## src/rtl/assert_macros.svh

```systemverilog
// Assertion macros for the RTL file that checks its own logic.
`ifndef ASSERT_MACROS_SVH
`define ASSERT_MACROS_SVH
`ifndef ASSERT_OFF
// Same-cycle implication, sampled on clk, quiet while arst_n is low.
`define ASSERT_IMPL(lbl, ant, cons) \
	lbl: assert property (@(posedge clk) disable iff (!arst_n) (ant) |-> (cons)) \
		else $error("assertion failed");
// Next-cycle implication, sampled on clk, quiet while arst_n is low.
`define ASSERT_NEXT(lbl, ant, cons) \
	lbl: assert property (@(posedge clk) disable iff (!arst_n) (ant) |=> (cons)) \
		else $error("assertion failed");
`else
`define ASSERT_IMPL(lbl, ant, cons)
`define ASSERT_NEXT(lbl, ant, cons)
`endif
`endif

```

## src/rtl/fmp_pkg.sv

```systemverilog
// Types and constants of the framed message parser.
package fmp_pkg;

	localparam int unsigned BYTE_W    = 8;
	localparam int unsigned EVENT_W   = 3;
	localparam int unsigned CAUSE_W   = 3;
	localparam int unsigned CFG_IDX_W = 8;

	localparam logic [BYTE_W-1:0] CHAR_CR = 8'h0D;
	localparam logic [BYTE_W-1:0] CHAR_LF = 8'h0A;
	localparam logic [BYTE_W-1:0] MIN_LEN = 8'd2;

	// Configuration register indexes
	localparam logic [CFG_IDX_W-1:0] REG_HEAD = 8'd0;
	localparam logic [CFG_IDX_W-1:0] REG_TAIL = 8'd1;

	typedef enum logic [2:0] {
		PH_HUNT    = 3'd0,
		PH_LEN     = 3'd1,
		PH_PAYLOAD = 3'd2,
		PH_TAIL    = 3'd3,
		PH_CKSUM   = 3'd4,
		PH_CR      = 3'd5,
		PH_LF      = 3'd6
	} phase_t;

	typedef enum logic [EVENT_W-1:0] {
		EV_NONE   = 3'd0,
		EV_ID     = 3'd1,
		EV_DATA   = 3'd2,
		EV_ACCEPT = 3'd3,
		EV_REJECT = 3'd4
	} event_t;

	typedef enum logic [CAUSE_W-1:0] {
		ERR_NONE    = 3'd0,
		ERR_SHORT   = 3'd1,
		ERR_TAIL_IN = 3'd2,
		ERR_NO_TAIL = 3'd3,
		ERR_SUM     = 3'd4,
		ERR_LINE    = 3'd5
	} cause_t;

	// Parser context carried from byte to byte
	typedef struct packed {
		phase_t            phase;
		logic [BYTE_W-1:0] frame_length;
		logic [BYTE_W-1:0] payload_count;
		logic [BYTE_W-1:0] running_sum;
		logic [BYTE_W-1:0] held_id;
	} ctx_t;

	// One result transaction
	typedef struct packed {
		event_t            event_res;
		logic [BYTE_W-1:0] data_byte;
		logic [BYTE_W-1:0] frame_id;
		cause_t            error_cause;
	} result_t;

endpackage

```

## src/rtl/fmp_ifs.sv

```systemverilog
// Handshake channels of the framed message parser: input byte, result, config write.
interface fmp_in_if;
	logic                          valid;
	logic                          ready;
	logic [fmp_pkg::BYTE_W-1:0]    rx_byte;
	modport source (output valid, output rx_byte, input ready);
	modport sink   (input valid, input rx_byte, output ready);
endinterface

interface fmp_out_if;
	logic                          valid;
	logic                          ready;
	logic [fmp_pkg::EVENT_W-1:0]   event_res;
	logic [fmp_pkg::BYTE_W-1:0]    data_byte;
	logic [fmp_pkg::BYTE_W-1:0]    frame_id;
	logic [fmp_pkg::CAUSE_W-1:0]   error_cause;
	modport source (output valid, output event_res, output data_byte, output frame_id,
		output error_cause, input ready);
	modport sink   (input valid, input event_res, input data_byte, input frame_id,
		input error_cause, output ready);
endinterface

interface fmp_cfg_if;
	logic                          valid;
	logic                          ready;
	logic [fmp_pkg::CFG_IDX_W-1:0] index;
	logic [fmp_pkg::BYTE_W-1:0]    data;
	modport source (output valid, output index, output data, input ready);
	modport sink   (input valid, input index, input data, output ready);
endinterface

```

## src/rtl/fmp_step.sv

```systemverilog
// One parse step: next context and result for one received byte.
module fmp_step (
	input  fmp_pkg::ctx_t                 ctx,
	input  logic [fmp_pkg::BYTE_W-1:0]    rx_byte,
	input  logic [fmp_pkg::BYTE_W-1:0]    head_byte,
	input  logic [fmp_pkg::BYTE_W-1:0]    tail_byte,
	output fmp_pkg::ctx_t                 ctx_nxt,
	output fmp_pkg::result_t              result
);

	// BSD checksum step: rotate right by one, then add
	function automatic logic [fmp_pkg::BYTE_W-1:0] sum_add(
		input logic [fmp_pkg::BYTE_W-1:0] s,
		input logic [fmp_pkg::BYTE_W-1:0] b
	);
		return {s[0], s[fmp_pkg::BYTE_W-1:1]} + b;
	endfunction

	logic                         first;
	logic [fmp_pkg::BYTE_W-1:0]   count_inc;

	assign first     = (ctx.payload_count == '0);
	assign count_inc = ctx.payload_count + 8'd1;

	always_comb begin
		ctx_nxt = ctx;
		result  = '{event_res: fmp_pkg::EV_NONE, data_byte: '0, frame_id: '0,
			error_cause: fmp_pkg::ERR_NONE};
		unique case (ctx.phase)
			fmp_pkg::PH_HUNT: begin
				if (rx_byte == head_byte) begin
					ctx_nxt.phase   = fmp_pkg::PH_LEN;
					ctx_nxt.held_id = '0;
				end
			end
			fmp_pkg::PH_LEN: begin
				ctx_nxt.frame_length  = rx_byte;
				ctx_nxt.payload_count = '0;
				ctx_nxt.running_sum   = '0;
				ctx_nxt.held_id       = '0;
				if (rx_byte < fmp_pkg::MIN_LEN) begin
					ctx_nxt.phase      = fmp_pkg::PH_HUNT;
					result.event_res   = fmp_pkg::EV_REJECT;
					result.error_cause = fmp_pkg::ERR_SHORT;
				end else begin
					ctx_nxt.phase = fmp_pkg::PH_PAYLOAD;
				end
			end
			fmp_pkg::PH_PAYLOAD: begin
				if (first) begin
					ctx_nxt.held_id = rx_byte;
				end
				if (rx_byte == tail_byte) begin
					// the id byte itself may be the offender; it still names the frame
					ctx_nxt.phase      = fmp_pkg::PH_HUNT;
					result.event_res   = fmp_pkg::EV_REJECT;
					result.frame_id    = first ? rx_byte : ctx.held_id;
					result.error_cause = fmp_pkg::ERR_TAIL_IN;
				end else begin
					ctx_nxt.running_sum   = sum_add(ctx.running_sum, rx_byte);
					ctx_nxt.payload_count = count_inc;
					if (count_inc >= ctx.frame_length) begin
						ctx_nxt.phase = fmp_pkg::PH_TAIL;
					end
					result.event_res = first ? fmp_pkg::EV_ID : fmp_pkg::EV_DATA;
					result.data_byte = rx_byte;
				end
			end
			fmp_pkg::PH_TAIL: begin
				if (rx_byte == tail_byte) begin
					ctx_nxt.phase = fmp_pkg::PH_CKSUM;
				end else begin
					ctx_nxt.phase      = fmp_pkg::PH_HUNT;
					result.event_res   = fmp_pkg::EV_REJECT;
					result.frame_id    = ctx.held_id;
					result.error_cause = fmp_pkg::ERR_NO_TAIL;
				end
			end
			fmp_pkg::PH_CKSUM: begin
				if (rx_byte == ctx.running_sum) begin
					ctx_nxt.phase = fmp_pkg::PH_CR;
				end else begin
					ctx_nxt.phase      = fmp_pkg::PH_HUNT;
					result.event_res   = fmp_pkg::EV_REJECT;
					result.frame_id    = ctx.held_id;
					result.error_cause = fmp_pkg::ERR_SUM;
				end
			end
			fmp_pkg::PH_CR: begin
				if (rx_byte == fmp_pkg::CHAR_CR) begin
					ctx_nxt.phase = fmp_pkg::PH_LF;
				end else begin
					ctx_nxt.phase      = fmp_pkg::PH_HUNT;
					result.event_res   = fmp_pkg::EV_REJECT;
					result.frame_id    = ctx.held_id;
					result.error_cause = fmp_pkg::ERR_LINE;
				end
			end
			fmp_pkg::PH_LF: begin
				ctx_nxt.phase   = fmp_pkg::PH_HUNT;
				result.frame_id = ctx.held_id;
				if (rx_byte == fmp_pkg::CHAR_LF) begin
					result.event_res = fmp_pkg::EV_ACCEPT;
				end else begin
					result.event_res   = fmp_pkg::EV_REJECT;
					result.error_cause = fmp_pkg::ERR_LINE;
				end
			end
			default: begin
				ctx_nxt.phase = fmp_pkg::PH_HUNT;
			end
		endcase
	end

endmodule

```

## src/rtl/framed_message_parser_core.sv

```systemverilog
// Top level of the framed message parser: context and result registers around one parse step.
//
//  channel | dir | payload                                       | transaction
//  --------+-----+-----------------------------------------------+----------------------
//  rx      | in  | rx_byte                                       | valid & ready
//  res     | out | event_res, data_byte, frame_id, error_cause   | valid & ready
//  cfg     | in  | index, data (0 head byte, 1 tail byte)        | valid & ready
//
// Every rx transaction yields exactly one result, offered on res in the next cycle.
// Throughput is one byte per cycle while res does not stall; the single result register is the only stage,
// and rx.ready is high whenever that register is empty or being drained.
// A stalled res holds its transaction and back-pressures rx; nothing is dropped.
// arst_n clears the parse context, the config registers and the result valid.
// cfg is always ready; writes take effect on the next byte.
`include "assert_macros.svh"

module framed_message_parser_core (
	input  logic        clk,
	input  logic        arst_n,
	fmp_in_if.sink      rx,
	fmp_out_if.source   res,
	fmp_cfg_if.sink     cfg
);

	fmp_pkg::ctx_t                 ctx_q;
	fmp_pkg::ctx_t                 ctx_nxt;
	fmp_pkg::result_t              step_res;
	fmp_pkg::result_t              res_q;
	logic                          res_valid_q;
	logic [fmp_pkg::BYTE_W-1:0]    head_q;
	logic [fmp_pkg::BYTE_W-1:0]    tail_q;
	logic                          rx_fire;
	logic                          res_verdict;
	logic                          lf_fire;

	// Take a new byte whenever the result register is free or frees up this cycle
	assign rx.ready  = !res_valid_q || res.ready;
	assign rx_fire   = rx.valid && rx.ready;
	assign cfg.ready = 1'b1;

	// Config registers; indexes beyond the register list are dropped
	always_ff @(posedge clk or negedge arst_n) begin
		if (!arst_n) begin
			head_q <= '0;
			tail_q <= '0;
		end else if (cfg.valid) begin
			unique case (cfg.index)
				fmp_pkg::REG_HEAD: head_q <= cfg.data;
				fmp_pkg::REG_TAIL: tail_q <= cfg.data;
				default: ;
			endcase
		end
	end

	fmp_step u_step (
		.ctx       (ctx_q),
		.rx_byte   (rx.rx_byte),
		.head_byte (head_q),
		.tail_byte (tail_q),
		.ctx_nxt   (ctx_nxt),
		.result    (step_res)
	);

	// Parse context advances once per accepted byte
	always_ff @(posedge clk or negedge arst_n) begin
		if (!arst_n) begin
			ctx_q <= '{phase: fmp_pkg::PH_HUNT, frame_length: '0, payload_count: '0,
				running_sum: '0, held_id: '0};
		end else if (rx_fire) begin
			ctx_q <= ctx_nxt;
		end
	end

	// Result register: valid is control, the payload needs no reset
	always_ff @(posedge clk or negedge arst_n) begin
		if (!arst_n) begin
			res_valid_q <= 1'b0;
		end else if (rx_fire) begin
			res_valid_q <= 1'b1;
		end else if (res.ready) begin
			res_valid_q <= 1'b0;
		end
	end

	always_ff @(posedge clk) begin
		if (rx_fire) begin
			res_q <= step_res;
		end
	end

	assign res.valid       = res_valid_q;
	assign res.event_res   = res_q.event_res;
	assign res.data_byte   = res_q.data_byte;
	assign res.frame_id    = res_q.frame_id;
	assign res.error_cause = res_q.error_cause;

	// helpers for the checks below
	assign res_verdict = res.valid && (res.event_res == fmp_pkg::EV_ACCEPT ||
		res.event_res == fmp_pkg::EV_REJECT);
	assign lf_fire     = rx_fire && ctx_q.phase == fmp_pkg::PH_LF &&
		rx.rx_byte == fmp_pkg::CHAR_LF;

	// Every accepted byte shows up as a result in the next cycle
	`ASSERT_NEXT(a_rx_gives_res, rx_fire, res.valid)
	// A verdict on the output means the parser went back to hunting
	`ASSERT_IMPL(a_verdict_hunts, res_verdict, ctx_q.phase == fmp_pkg::PH_HUNT)
	// A good LF after CR yields an accept
	`ASSERT_NEXT(a_lf_accepts, lf_fire, res.event_res == fmp_pkg::EV_ACCEPT)

endmodule

```

## src/flat_wrapper.sv

```systemverilog
// flat-port wrapper written by rule: the top's interface ports become plain ports
module framed_message_parser_core_flat 
  (clk, arst_n, rx_valid, rx_rx_byte, rx_ready, res_valid, res_event_res, res_data_byte, res_frame_id, res_error_cause, res_ready, cfg_valid, cfg_index, cfg_data, cfg_ready);
  fmp_in_if rx_i ();
  fmp_out_if res_i ();
  fmp_cfg_if cfg_i ();
  input  logic clk;
  input  logic arst_n;
  input wire logic [$bits(rx_i.valid)-1:0] rx_valid;
  input wire logic [$bits(rx_i.rx_byte)-1:0] rx_rx_byte;
  output wire logic [$bits(rx_i.ready)-1:0] rx_ready;
  output wire logic [$bits(res_i.valid)-1:0] res_valid;
  output wire logic [$bits(res_i.event_res)-1:0] res_event_res;
  output wire logic [$bits(res_i.data_byte)-1:0] res_data_byte;
  output wire logic [$bits(res_i.frame_id)-1:0] res_frame_id;
  output wire logic [$bits(res_i.error_cause)-1:0] res_error_cause;
  input wire logic [$bits(res_i.ready)-1:0] res_ready;
  input wire logic [$bits(cfg_i.valid)-1:0] cfg_valid;
  input wire logic [$bits(cfg_i.index)-1:0] cfg_index;
  input wire logic [$bits(cfg_i.data)-1:0] cfg_data;
  output wire logic [$bits(cfg_i.ready)-1:0] cfg_ready;
  assign rx_i.valid = rx_valid;
  assign rx_i.rx_byte = rx_rx_byte;
  assign rx_ready = rx_i.ready;
  assign res_valid = res_i.valid;
  assign res_event_res = res_i.event_res;
  assign res_data_byte = res_i.data_byte;
  assign res_frame_id = res_i.frame_id;
  assign res_error_cause = res_i.error_cause;
  assign res_i.ready = res_ready;
  assign cfg_i.valid = cfg_valid;
  assign cfg_i.index = cfg_index;
  assign cfg_i.data = cfg_data;
  assign cfg_ready = cfg_i.ready;
  framed_message_parser_core u_core (.clk(clk), .arst_n(arst_n), .rx(rx_i), .res(res_i), .cfg(cfg_i));
endmodule
```

## config.mk

```make
export PLATFORM = sky130hd
export DESIGN_NAME = framed_message_parser_core_flat
export DESIGN_NICKNAME = d
export VERILOG_FILES = /design/src/rtl/fmp_pkg.sv /design/src/rtl/fmp_ifs.sv /design/src/rtl/fmp_step.sv /design/src/rtl/framed_message_parser_core.sv /design/src/flat_wrapper.sv
export VERILOG_INCLUDE_DIRS = /design/src /design/src/rtl
export SDC_FILE = /design/constraint.sdc
export NUM_CORES = 1
export LEC_CHECK = 0
export BUFFER_PORTS_ARGS = -buffer_cell sky130_fd_sc_hd__clkbuf_2
export CAP_MARGIN = 20
export CORE_MARGIN = 3
export CORE_UTILIZATION = 45
export CTS_BUF_LIST = sky130_fd_sc_hd__clkbuf_8
export CTS_CLUSTER_DIAMETER = 30
export DETAILED_ROUTE_END_ITERATION = 8
export HOLD_SLACK_MARGIN = 0.02
export MAX_ROUTING_LAYER = met4
export PLACE_DENSITY_LB_ADDON = 0.05
export SLEW_MARGIN = 30
export SYNTH_ARGS = -nofsm -noshare
export SYNTH_HDL_FRONTEND = slang
export SYNTH_HIERARCHICAL = 1
export SYNTH_SLANG_ARGS = --single-unit
```

## constraint.sdc

```tcl
create_clock -name clk -period 5.1 [get_ports clk]
set_clock_uncertainty 0.15 [all_clocks]
set_input_delay 1.02 -clock clk [delete_from_list [all_inputs] [get_ports clk]]
set_output_delay 1.02 -clock clk [all_outputs]
set_load 0.05 [all_outputs]
```

# [After elaboration in Yosys (flattened, before gate mapping)]
# Index checks and enable logic that the tools add are counted.
# Widths: inputs -> output; s select.
[classes] n_addsub=2 order_cmp=2 n_eq_ne=15 mux=31 n_bitwise=1 n_reduce_logical=16
[ops] op="$pmux 3 s6" count=3
[ops] op="$mux 11" count=4
[ops] op="$pmux 8 s5" count=1
[ops] op="$mux 3" count=13
[ops] op="$pmux 16 s2" count=1
[ops] op="$eq 8x8->1" count=3
[ops] op="$pmux 8 s3" count=1
[ops] op="$eq 8x4->1 const B" count=2
[ops] op="$logic_not 8->1" count=2
[ops] op="$mux 16" count=1
[ops] op="$mux 8" count=2
[ops] op="$eq 3x3->1 const B" count=3
[ops] op="$reduce_and 3->1" count=3
[ops] op="$add 8x1->8 const B" count=1
[ops] op="$add 8x8->8" count=1
[ops] op="$eq 8x1->1 const B" count=1
[ops] op="$ge 8x8->1" count=1
[ops] op="$lt 8x2->1 const B" count=1
[ops] op="$eq 3x2->1 const B" count=2
[ops] op="$reduce_and 2->1" count=3
[ops] op="$mux 2" count=2
[ops] op="$ne 2x2->1 const B" count=2
[ops] op="$reduce_bool 2->1" count=2
[ops] op="$eq 3x1->1 const B" count=1
[ops] op="9 further kinds" count=11
[totals] regBits=74 in_bits=29 word_cells=79

# [Depth between registers and ports, before layout]
[logic_depth] ltp_word=5 mapped_depth=10

# [Modules after synthesis]
# The synthesis kept the hierarchy.
[by_module_without_submodules] mod="framed_message_parser_core" instances=1 cells_per_inst=139 area_per_inst_um2=2697.6
[by_module_without_submodules] mod="fmp_step" instances=1 cells_per_inst=290 area_per_inst_um2=1873.0

# [Least setup slack after synthesis]
# No wires, ideal clock.
[synth_timing] path_kind="input port to flip-flop" startpoint="input rx_rx_byte[5]" endpoint="register u_core.res_q, in the netlist u_core/res.frame_id[0] (data pin)" setup_ns=0.297 t_arrival_ns=2.632 required_time_ns=4.653 slack_ns=2.021 path_stages=6 path_buffers=1 path_cell_list="buf_4 or4_4 nor2_4 o21ai_1 a222oi_1 o32ai_1"
[synth_lines] element="from (decl)" line="flat_wrapper.sv:10" text="input wire logic [$bits(rx_i.rx_byte)-1:0] rx_rx_byte;"
[synth_lines] element="to (signal assigned)" line="framed_message_parser_core.sv:87" text="res_q <= step_res;"
[synth_lines] element="to (decl)" line="framed_message_parser_core.sv:28" text="fmp_pkg::result_t res_q;"

==> results.py <==
metrics = {
    "logic_synthesis": {
        "synth_area_per_cell_um2": 10.65,
        "synth-simple-area-share_pct": 14.02,
        "synth_top_area_share_pct": 28.47,
        "synth-compound-area-share_pct": 12.04,
        "synth_fa_ha_area_share_pct": 5.092,
        "post-synth-top-count-cell": "dfrtp_1",
        "synth_ff_type": "dfrtp_1",
        "async_reset_ff_share_pct": 70.27,
        "netlist_area_mm2": 0.004571,
        "yosys_register_bits": 74,
        "synth_edf_count": 22,
        "synth_top_family_by_area": "simple AND/OR/NAND/NOR gates",
        "synth_fp_nets": 476,
        "yosys.area.top_type": "dfrtp_1",
        "ys_warn_count": 6,
        "synth_area_leaders": "dfrtp_1 28%, edfxtp_1 14%, mux2_2 10%, ha_1 4.7%, xor2_1 4.6%",
        "synth_common_cells": "52 x dfrtp_1, 42 x mux2_2, 28 x nand2_1, 24 x inv_1, 24 x xor2_1",
        "muxShareOfSynthArea_pct": 13.44,
        "synthCells": 429,
        "yosysSeqAreaShare_pct": 42.92,
        "synth-xor-area-share_pct": 6.898,
        "synth_cell_type_count": 61,
    },
    "drt": {
        "wl_per_cell_um": 17.41,
        "finalWirelength_mm": 10.57,
        "route.detailed.drc": 0,
        "ant_nets": 0,
        "dr.pass1.iters": 5,
        "vias": 3390,
        "via_per_inst": 5.585,
        "drtIter0Drc": 174,
    },
    "critical_path": {
        "cp.arrival_ns": 3.46,
        "timing.critical_path.mode_cell": "clkbuf_2",
        "slowest_delay_ns": 0.72,
        "critical_path_class": "input pin to flip-flop",
        "crit_chain": "clkbuf_2 > xor2_1 > nor4_2 > nand2_1 > a222oi_1 > clkbuf_2 > o32ai_1",
        "required_ns": 5.02,
        "critPathLaunchType": "input pin",
        "cpMaxStageDelayCell": "a222oi_1",
        "worstSetupEndpointType": "flip-flop",
        "worstPathMaxFanout": 23,
    },
    "floorplan": {
        "die_h_um": 106.8,
        "dieArea_mm2": 0.01140,
        "row_count": 36,
        "core_area_mm2": 0.009819,
        "start_util_pct": 46.55,
        "die_w_um": 106.8,
        "ios": 54,
    },
    "clocking": {
        "cts-buffers-inserted": 9,
        "clkSinkCount": 74,
        "htree_levels": 3,
        "postCtsHoldBufs": 0,
        "ctsResizeCount": 0,
        "clk_transition_reported_paths_ns": 0.08,
        "cts_tree": "done",
        "cts_buffer_depth": 2,
        "cts_setup_buffers": 0,
        "clk_latency_ns": 0.35,
        "ctsRootBufferMaster": "clkbuf_8",
    },
    "place": {
        "place_hpwl_mm": 7.323,
        "place_inst": 589,
        "place.gp.congestion": 0.8148,
        "place_ws_ns": 0.9929,
        "port_buffers": 52,
    },
    "timing": {
        "rsz0062_at_grt": "no",
        "tightestPinTransition_ns": 0.9249,
        "finalWorstSetupSlack_ns": 1.560,
        "period_minus_slack_ns": 3.540,
        "max_freq_mhz": 282.5,
        "setup_violations": 0,
        "maxSlewViolCount": 0,
        "slew_headroom_pct": 37.86,
        "setup_tns_ns": 0,
        "timing.final.crit_share_pct": 69.42,
        "hold_violations": 0,
    },
    "grt": {
        "grt_max_degree": 53,
        "grt_pass1_vias": 3273,
        "grt.total_usage_pct": 19.88,
        "grt_pass1_wl_mm": 17.17,
        "antenna_found_initial": 0,
        "overflow": 0,
    },
    "finish": {
        "syn_to_final_growth_pct": 11.55,
        "antenna_cells": 0,
        "final_cell_count_no_fill": 607,
        "nNetsFinal": 516,
        "nFillCells": 951,
        "drive_gt1_share_pct": 28.48,
    },
    "job": {
        "maxCapViolations": 0,
    },
    "power": {
        "peakVddDrop_mv": 0.2005,
        "leakagePower_nw": 2.326,
        "p_per_area_mw_per_mm2": 490.1,
    },
    "worst_hold_path": {
        "worstHoldPathType": "flip-flop to flip-flop",
    },
    "outcome": {
        "status": "finished clean",
    },
}
==> kinds of logic after synthesis <==
| kind of cell | Yosys count |
|---|---|
| other | 1 |
| xor gates and xnor gates | 36 |
| AOI/OAI and AO/OA | 82 |
| buffers and inverters | 55 |
| and+or+nand+nor | 111 |
| DFF | 74 |
| adders and majority gates | 18 |
| muxes | 52 |
==> cells in the final DEF (no fill, tap or decap), drive strengths merged, types with 2 or more instances in the layout <==
master   instances
a211oi           2
a21o             6
a21oi           19
a31o             2
a41oi            2
and3            10
and3b            2
buf              6
clkbuf          62
clkinv           4
dfrtp           52
edfxtp          22
ha              17
inv             26
mux2            51
nand2           29
nand2b           7
nand3           24
nand4            4
nor2            13
nor2b            2
nor3             3
nor4             7
nor4b            2
o211ai           3
o21a             4
o21ai           18
o22ai            3
o2bb2ai          8
o31a             2
o32ai            8
or4              2
xnor2           12
xor2            24
==> metrics by stage <==
stage / cell area (um^2) / util (%) / power, mW / hold slack (ns)
after floorplan: 4571 / - / 1.764 / 0.3274
after global placement: 4877 / 49.67 / 2.025 / 0.3360
after detailed placement: 4877 / 49.67 / 2.032 / 0.3433
after CTS: 5079 / 51.72 / 2.505 / 0.3620
after global routing: 5099 / 51.92 / 2.707 / 0.3695
final: 5099 / 51.92 / 2.499 / 0.3591
==> cell type report <==
| type | count | area (um^2) | share of cell area, % |
|---|---|---|---|
| tap | 133 | 166.4 | 3.264 |
| inverter | 25 | 93.84 | 1.840 |
| clock inverter | 7 | 77.57 | 1.521 |
| multi-input combinational | 300 | 2357 | 46.23 |
| clock buffer | 9 | 123.9 | 2.429 |
| sequential | 74 | 1962 | 38.48 |
| timing repair buffer | 59 | 317.8 | 6.233 |
==> registers in the layout, indices dropped and copies added, names as in the netlist <==
register and count:
u_core/ctx_q 35, u_core/head_q 8, u_core/res.data_byte 8, u_core/res.frame_id 8, u_core/tail_q 8, u_core/res.error_cause 3, u_core/res.event_res 3, u_core/res.valid 1
==> power by group <==
group / leakage (nW) / switching, mW / internal (mW) / total (mW)
logic: 1.33 / 0.647 / 0.484 / 1.13
registers: 0.893 / 0.141 / 0.765 / 0.906
clock network: 0.0998 / 0.233 / 0.229 / 0.462
total: 2.33 / 1.02 / 1.48 / 2.50
==> per-layer routing <==
metal  up-vias  GRT usage (%)  share of wire (%)
li1       1620              -                  -
met2       110          30.35                 46
met4         0          6.484                1.1
met1      1650          27.61                 48
met5         -              -                  0
met3        10          2.649                5.3
==> worst max-delay path, delay by kind of cell <==
kind	cells	cell delay [ns]
AO/OA/AOI/OAI	2	0.83
XOR/XNOR	1	0.21
AND/OR/NAND/NOR	2	0.88
buffers and inverters	2	0.51
==> path summary, 6_finish.rpt <==
check                                  from  slack (ns)  cells past startpoint                      to
setup / recovery              rx_rx_byte[5]        1.56                      7  u_core/res.frame_id[1]
min in group asynchronous            arst_n        0.66                      2        u_core/res.valid
setup reg to reg           u_core/tail_q[5]        2.08                      6  u_core/res.frame_id[1]
max in group asynchronous            arst_n        3.68                      2        u_core/ctx_q[14]
hold / removal             u_core/ctx_q[29]        0.36                      1        u_core/ctx_q[29]
hold reg to reg            u_core/ctx_q[29]        0.36                      1        u_core/ctx_q[29]
No activity file was read; power rests on OpenSTA's default activity.
